===== config.mk =====
export PLATFORM = sky130hd
export DESIGN_NAME = heap_sort_engine
export DESIGN_NICKNAME = d
export VERILOG_FILES = /design/src/rtl/hse_pkg.sv /design/src/rtl/heap_sort_engine.sv
export SDC_FILE = /design/constraint.sdc
export NUM_CORES = 2
export LEC_CHECK = 0
export BUFFER_PORTS_ARGS = -buffer_cell sky130_fd_sc_hd__buf_2
export CAP_MARGIN = 15
export CORE_ASPECT_RATIO = 1.75
export CORE_MARGIN = 2
export CORE_UTILIZATION = 45
export DETAILED_ROUTE_END_ITERATION = 6
export GPL_ROUTABILITY_DRIVEN = 1
export PLACE_DENSITY_LB_ADDON = 0.2
export SYNTH_ARGS = -nofsm -noshare
export SYNTH_HDL_FRONTEND = slang
export SYNTH_SLANG_ARGS = --single-unit

===== constraint.sdc =====
create_clock -name i_clk -period 13.7 [get_ports i_clk]
set_clock_uncertainty 0.15 [all_clocks]
set_input_delay 0 -clock i_clk [delete_from_list [all_inputs] [get_ports i_clk]]
set_output_delay 0 -clock i_clk [all_outputs]
set_load 0.1 [all_outputs]

===== src/rtl/hse_pkg.sv =====
// ----------------------------------------------------------------------------
// hse_pkg: shared definitions for the heap sort engine
// Holds the data width, the default capacity and the sequencer state type.
// ----------------------------------------------------------------------------
`default_nettype none

package hse_pkg;

    localparam int DATA_W        = 32;
    localparam int MAX_ITEMS_DEF = 64;

    // Sequencer states
    typedef enum logic [3:0] {
        S_LOAD,      // take input requests into the store
        S_BLD_NEXT,  // pick the next parent to sift during heap build
        S_BLD_RD,    // capture the parent value being sifted
        S_SIFT_RD,   // read both children of the current node
        S_SIFT_CMP,  // compare children and the sifted value, move one level
        S_EXT_NEXT,  // read root and last leaf of the shrinking heap
        S_EXT_SWAP,  // park the root at the end, start sifting the leaf value
        S_EM_RD,     // read the next result from the store
        S_EM_LD,     // load the output register
        S_EM_WAIT    // hold the result until the receiver takes it
    } t_state;

endpackage

`default_nettype wire


===== src/rtl/heap_sort_engine.sv =====
// ----------------------------------------------------------------------------
// heap_sort_engine: in-place heapsort of signed 32-bit values
// Collects a set of values, sorts them with a shared sift-down unit over a
// dual-read store and streams the result out.
// ----------------------------------------------------------------------------
// Usage:
//   Values enter on the s_axis channel, one request per cycle while loading.
//   s_axis_tlast marks the final value of a set and starts the sort. Values
//   beyond MAX_ITEMS are dropped; every result of that set then carries
//   m_axis_tuser = 1. The set (1 to MAX_ITEMS values) leaves on m_axis in
//   ascending order, or in built max-heap order when the configuration bit
//   emit_heap_order is 1 (write it through i_cfg_wen/i_cfg_wdata while idle).
//   m_axis_tlast marks the final result of the set.
// Operation:
//   After the last value the sequencer runs one shared compare unit over the
//   store: it reads and captures each parent to start a sift, reads both
//   children and compares them to move each tree level, and reads the root and
//   last leaf, then parks the root at the end, to start each extraction. Each
//   result is then read from the store and loaded into the output register.
//   s_axis_tready is low from the last value until the final result is taken;
//   the output register holds its request while m_axis_tready is low.
// Reset:
//   i_rst_n (synchronous, active low) empties the set, clears the overflow
//   flag and the configuration bit. The store itself is not cleared.
// ----------------------------------------------------------------------------
`default_nettype none

module heap_sort_engine
    import hse_pkg::*;
#(
    parameter int MAX_ITEMS = MAX_ITEMS_DEF
) (
    input  wire logic                     i_clk,
    input  wire logic                     i_rst_n,
    // configuration: emit_heap_order
    input  wire logic                     i_cfg_wen,
    input  wire logic                     i_cfg_wdata,
    // input stream
    input  wire logic                     s_axis_tvalid,
    output logic                          s_axis_tready,
    input  wire logic signed [DATA_W-1:0] s_axis_tdata,   // [31:0] value
    input  wire logic                     s_axis_tlast,   // last_item
    // output stream
    output logic                          m_axis_tvalid,
    input  wire logic                     m_axis_tready,
    output logic signed [DATA_W-1:0]      m_axis_tdata,   // [31:0] sorted_value
    output logic                          m_axis_tlast,   // last_result
    output logic                          m_axis_tuser    // [0] overflow
);

    localparam int AW = $clog2(MAX_ITEMS);
    localparam int CW = $clog2(MAX_ITEMS + 1);
    localparam logic [CW-1:0] CAP = CW'(MAX_ITEMS);

    // State and registers
    t_state r_state, n_state;
    logic [CW-1:0] r_cnt, n_cnt;
    logic          r_ovf, n_ovf;
    logic          r_mode;
    logic [CW-1:0] r_k, n_k;
    logic [CW-1:0] r_i, n_i;
    logic [CW-1:0] r_hn, n_hn;
    logic          r_extract, n_extract;
    logic signed [DATA_W-1:0] r_pv, n_pv;
    logic signed [DATA_W-1:0] r_out_data, n_out_data;
    logic          r_out_valid, n_out_valid;
    logic          r_out_last, n_out_last;
    logic          r_out_ovf, n_out_ovf;

    // Store ports
    logic signed [DATA_W-1:0] mem [MAX_ITEMS];
    logic                     mem_we;
    logic [AW-1:0]            mem_wa;
    logic signed [DATA_W-1:0] mem_wd;
    logic [AW-1:0]            mem_ra, mem_rb;
    logic signed [DATA_W-1:0] rd_a, rd_b;

    // Sift unit
    logic [CW:0]              w_lidx, w_ridx;
    logic                     w_has_left, w_has_right;
    logic                     w_pick_right, w_go_down;
    logic [CW-1:0]            w_cidx;
    logic signed [DATA_W-1:0] w_cval;
    logic                     w_in_acc, w_out_acc, w_res_last;

    assign w_in_acc  = s_axis_tvalid && s_axis_tready;
    assign w_out_acc = r_out_valid && m_axis_tready;

    // Compare the two children, then the larger child with the sifted value
    always_comb begin
        w_lidx       = {r_i, 1'b1};
        w_ridx       = {r_i, 1'b0} + (CW+1)'(2);
        w_has_left   = w_lidx < {1'b0, r_hn};
        w_has_right  = w_ridx < {1'b0, r_hn};
        w_pick_right = w_has_right && (rd_b > rd_a);
        w_cval       = w_pick_right ? rd_b : rd_a;
        w_cidx       = w_pick_right ? w_ridx[CW-1:0] : w_lidx[CW-1:0];
        w_go_down    = w_cval > r_pv;
        w_res_last   = (r_k + CW'(1)) == r_cnt;
    end

    // Store: one write port, two registered read ports
    always_ff @(posedge i_clk) begin
        if (mem_we) begin
            mem[mem_wa] <= mem_wd;
        end
        rd_a <= mem[mem_ra];
        rd_b <= mem[mem_rb];
    end

    // Next state
    always_comb begin
        n_state = r_state;
        unique case (r_state)
            S_LOAD: begin
                if (w_in_acc && s_axis_tlast) n_state = S_BLD_NEXT;
            end
            S_BLD_NEXT: begin
                if (r_k != '0)            n_state = S_BLD_RD;
                else if (r_mode)          n_state = S_EM_RD;
                else                      n_state = S_EXT_NEXT;
            end
            S_BLD_RD:   n_state = S_SIFT_RD;
            S_SIFT_RD: begin
                if (w_has_left)           n_state = S_SIFT_CMP;
                else if (r_extract)       n_state = S_EXT_NEXT;
                else                      n_state = S_BLD_NEXT;
            end
            S_SIFT_CMP: begin
                if (w_go_down)            n_state = S_SIFT_RD;
                else if (r_extract)       n_state = S_EXT_NEXT;
                else                      n_state = S_BLD_NEXT;
            end
            S_EXT_NEXT: begin
                if (r_k < CW'(2))         n_state = S_EM_RD;
                else                      n_state = S_EXT_SWAP;
            end
            S_EXT_SWAP: n_state = S_SIFT_RD;
            S_EM_RD:    n_state = S_EM_LD;
            S_EM_LD:    n_state = S_EM_WAIT;
            S_EM_WAIT: begin
                if (w_out_acc) n_state = r_out_last ? S_LOAD : S_EM_RD;
            end
            default:    n_state = S_LOAD;
        endcase
    end

    // Datapath and store control
    always_comb begin
        n_cnt       = r_cnt;
        n_ovf       = r_ovf;
        n_k         = r_k;
        n_i         = r_i;
        n_hn        = r_hn;
        n_extract   = r_extract;
        n_pv        = r_pv;
        n_out_data  = r_out_data;
        n_out_valid = r_out_valid;
        n_out_last  = r_out_last;
        n_out_ovf   = r_out_ovf;
        mem_we      = 1'b0;
        mem_wa      = r_i[AW-1:0];
        mem_wd      = r_pv;
        mem_ra      = w_lidx[AW-1:0];
        mem_rb      = w_ridx[AW-1:0];
        s_axis_tready = 1'b0;
        unique case (r_state)
            S_LOAD: begin
                s_axis_tready = 1'b1;
                mem_wa        = r_cnt[AW-1:0];
                mem_wd        = s_axis_tdata;
                if (w_in_acc) begin
                    // store while room remains, else drop and flag
                    if (r_cnt < CAP) begin
                        mem_we = 1'b1;
                        n_cnt  = r_cnt + CW'(1);
                    end else begin
                        n_ovf  = 1'b1;
                    end
                    n_k       = n_cnt >> 1;
                    n_extract = 1'b0;
                end
            end
            S_BLD_NEXT: begin
                // read the next parent, or move on to extraction (to emission in heap order mode)
                mem_ra = AW'(r_k - CW'(1));
                if (r_k != '0) begin
                    n_i  = r_k - CW'(1);
                    n_hn = r_cnt;
                    n_k  = r_k - CW'(1);
                end else if (r_mode) begin
                    n_k = '0;
                end else begin
                    n_k       = r_cnt;
                    n_extract = 1'b1;
                end
            end
            S_BLD_RD: begin
                n_pv = rd_a;
            end
            S_SIFT_RD: begin
                // leaf reached: drop the sifted value in place
                if (!w_has_left) begin
                    mem_we = 1'b1;
                end
            end
            S_SIFT_CMP: begin
                mem_we = 1'b1;
                if (w_go_down) begin
                    mem_wd = w_cval;
                    n_i    = w_cidx;
                end
            end
            S_EXT_NEXT: begin
                mem_ra = '0;
                mem_rb = AW'(r_k - CW'(1));
                if (r_k < CW'(2)) begin
                    n_k = '0;
                end
            end
            S_EXT_SWAP: begin
                // park the root at the end, sift the old last value from the top
                mem_we = 1'b1;
                mem_wa = AW'(r_k - CW'(1));
                mem_wd = rd_a;
                n_pv   = rd_b;
                n_i    = '0;
                n_hn   = r_k - CW'(1);
                n_k    = r_k - CW'(1);
            end
            S_EM_RD: begin
                mem_ra = r_k[AW-1:0];
            end
            S_EM_LD: begin
                n_out_data  = rd_a;
                n_out_last  = w_res_last;
                n_out_ovf   = r_ovf;
                n_out_valid = 1'b1;
            end
            S_EM_WAIT: begin
                if (w_out_acc) begin
                    n_out_valid = 1'b0;
                    n_k         = r_k + CW'(1);
                    if (r_out_last) begin
                        n_cnt = '0;
                        n_ovf = 1'b0;
                    end
                end
            end
            default: begin
                n_out_valid = 1'b0;
            end
        endcase
    end

    // Registers
    always_ff @(posedge i_clk) begin
        if (!i_rst_n) begin
            r_state     <= S_LOAD;
            r_cnt       <= '0;
            r_ovf       <= 1'b0;
            r_mode      <= 1'b0;
            r_out_valid <= 1'b0;
            r_extract   <= 1'b0;
            r_k         <= '0;
        end else begin
            r_state     <= n_state;
            r_cnt       <= n_cnt;
            r_ovf       <= n_ovf;
            r_out_valid <= n_out_valid;
            r_extract   <= n_extract;
            r_k         <= n_k;
            if (i_cfg_wen) begin
                r_mode <= i_cfg_wdata;
            end
        end
    end

    // Payload registers
    always_ff @(posedge i_clk) begin
        r_i        <= n_i;
        r_hn       <= n_hn;
        r_pv       <= n_pv;
        r_out_data <= n_out_data;
        r_out_last <= n_out_last;
        r_out_ovf  <= n_out_ovf;
    end

    assign m_axis_tvalid = r_out_valid;
    assign m_axis_tdata  = r_out_data;
    assign m_axis_tlast  = r_out_last;
    assign m_axis_tuser  = r_out_ovf;

endmodule

`default_nettype wire


==> impl_metrics.tcl <==
set metrics [dict create \
    run_status "complete, but fails checks" \
    failed_checks "DRC" \
    fin_cells 13800 \
    postLayoutCellArea_sq_um 121000 \
    final_antenna_net_count 0 \
    finalSetupTns_ns 0 \
    path_clk_slew_ns 0.07 \
    place_worst_setup_slack_ns 6.01 \
    vias_per_cell 6.74 \
    layout_commonest_cell "nand2_1" \
    grt_max_degree 178 \
    tightestPinTransition_ns 1.32 \
    fin_crit_sh_pct 57.1 \
    chipWidth_microns 379 \
    dr.first_iter.drc_count 13300 \
    hold_class "input port to flip-flop" \
    drt-pass1-iter-count 7 \
    fmaxAchievable_mhz 128 \
    slew_viol_final 0 \
    numClockSinks 2214 \
    cts_setup_buffers 0 \
    ir_drop_mv 0.313 \
    num_vias 92900 \
    port_buffers 74 \
    clockBufferDepth 4 \
    antenna_found_initial 29 \
    track_usage_pct 34.8 \
    cts_made_buffers 209 \
    ioPinCount 75 \
    wl_microns 446000 \
    critPathCaptureType "flip-flop" \
    leakage_nw 40.2 \
    path_class "flip-flop to flip-flop" \
    syn_nets 10800 \
    rsz0062_at_grt "false" \
    required_ns 14.10 \
    gp_congestion 0.919 \
    final_layout_size_suffix_gt1_share_pct 6.92 \
    period_needed_ns 7.82 \
    die_y_microns 659 \
    cts_tree "built" \
    core-area_sq_um 244000 \
    clk_latency_ns 0.91 \
    hp-start "s_axis_tdata[15]" \
    power_density_nw_per_um2 193 \
    total_power_mw 23.4 \
    dp.cells 13300 \
    yosysTopAreaCell "edfxtp_1" \
    wl_per_cell_microns 32.3 \
    crit_arrival_ns 8.22 \
    synth_top_flop_cell "edfxtp_1" \
    fin_nets 10400 \
    synthTopCellsByArea "edfxtp_1, nand2_1, a211oi_1, a311oi_1, and2_1" \
    finalWorstSetupSlack_ns 5.88 \
    final_util_pct 49.6 \
    layout_common_cells "nand2_1, edfxtp_1, a211oi_1" \
    holdWs_ns 0.0971 \
    remaining_drc_errors 1 \
    grt.overflow.total 0 \
    place_area_sq_um 114000 \
    setup_viol 0 \
    syn_area_sq_um 110000 \
    yosys.area.top_type_share_pct 57.8 \
    hpwlAfterDp_microns 246000 \
    yosys_warnings 0 \
    start_util_pct 45.3 \
    max-cap-violations 0 \
    grt_pass1_vias 88800 \
    yosysUniqueCellTypes 61 \
    cts_root_buffer "clkbuf_16" \
    area_delta_synth_final_pct 9.69 \
    syn_avg_cell_area_sq_um 10.3 \
    synth_edf_count 2128 \
    num_rows 240 \
    grt_pass1_wl_microns 630000 \
    die-area_sq_um 250000 \
    async_flop_share_pct 0 \
    critPathMaxFanout 64 \
    cts_htree_levels 4 \
    ys_ff_latch 2214 \
    crit_start "r_i[1]" \
    yosysSeqAreaShare_pct 59.4 \
    finalHoldViolations 0 \
    rr_startpoint "r_i[1]" \
    cp-start-kind "flip-flop" \
    max-slew-margin-rel_pct 11.8 \
    syn_inst 10700 \
]
[layout make-up]
class                           instances  area (sq um)
Sequential cell                      2214         65600
Inverter                               78           293
Multi-Input combinational cell       7481         41800
Antenna cell                           42           105
Clock buffer                          263          5520
Clock inverter                        112          1070
Timing Repair Buffer                  324          2730
Fill cell                           21400        123000
Tap cell                             3267          4090
[critical path: stages, from the launching register on]
cell,delay [ns]
edfxtp_1,0.54
ha_1,0.30
xor2_1,0.34
ha_1,0.30
o21ai_0,0.14
a21oi_1,0.10
nor3_1,0.21
o21ai_0,0.32
nor2_4,0.68
buf_4,0.50
o21ai_0,0.18
ha_1,0.33
nand4_1,0.14
nor4_1,0.50
nor2b_1,0.10
a31oi_1,0.21
o211ai_1,0.28
nor3_4,0.65
buf_4,0.44
nand2_1,0.16
a41oi_4,0.18
buf_4,0.56
[flip-flops by register name, indices dropped and copies added (netlist names)]
signal and flops:
mem 2048, m_axis_tdata 32, r_pv 32, rd_a 32, rd_b 32, r_cnt 7
r_hn 7, r_i 7, r_k 7, r_state 4, m_axis_tlast 1, m_axis_tuser 1
m_axis_tvalid 1, r_extract 1, r_mode 1, r_ovf 1
[synth_stat cells (13+ instances only)]
master	number
buf_1	67
nor2_1	145
dfxtp_1	86
nand3_1	561
a21o_1	14
a21oi_1	243
ha_1	80
nand2_1	3350
xor2_1	13
inv_1	78
xnor2_1	17
a211oi_1	774
nor2b_1	23
a311oi_1	609
a211o_1	32
nor3_1	77
buf_6	37
a41oi_1	32
and3_1	260
buf_2	189
o21ai_0	128
edfxtp_1	2128
clkbuf_1	652
a31oi_1	423
nand4_1	14
a311o_1	64
and2_1	515
[timing repair]
item,4_1_cts,5_1_grt
hold buffers,14,0
hold endpoints to repair,22,0
resized for setup,0,0
[logic make-up (layout without fill, tap and decap cells)]
| logic type | count (synthesis) | after routing | synth area share [%] |
|---|---|---|---|
| buffers and inverters | 1028 | 777 | 3.98 |
| AOI/OAI and AO/OA | 2381 | 2381 | 15.8 |
| muxes | 9 | 9 | 0.0827 |
| adders and majority gates | 80 | 80 | 0.906 |
| xor gates and xnor gates | 30 | 30 | 0.238 |
| DFF | 2214 | 2214 | 59.4 |
| other | 0 | 42 | 0 |
| and+or+nand+nor | 4981 | 4981 | 19.6 |
[report_power, final]
group / total [mW] / internal (mW) / switching [mW]
Combinational: 8.98 / 2.27 / 6.71
Clock: 5.86 / 3.20 / 2.65
Sequential: 8.60 / 8.39 / 0.207
[routing by layer]
layer,track usage [%],wire length (microns)
met1,41.5,153000
met2,54.7,204000
met3,6.83,47000
met4,28.0,42200
met5,0,95
[path summary, 6_finish.rpt]
kind | to | slack [ns] | depth (start not counted)
worst max-delay path | mem[55][31] | 5.88 | 21
worst min-delay path | mem[19][15] | 0.1 | 4
worst max register to register | mem[55][31] | 5.88 | 21
worst min register to register | m_axis_tdata[1] | 0.29 | 0
(Power assumes the default switching activity.)
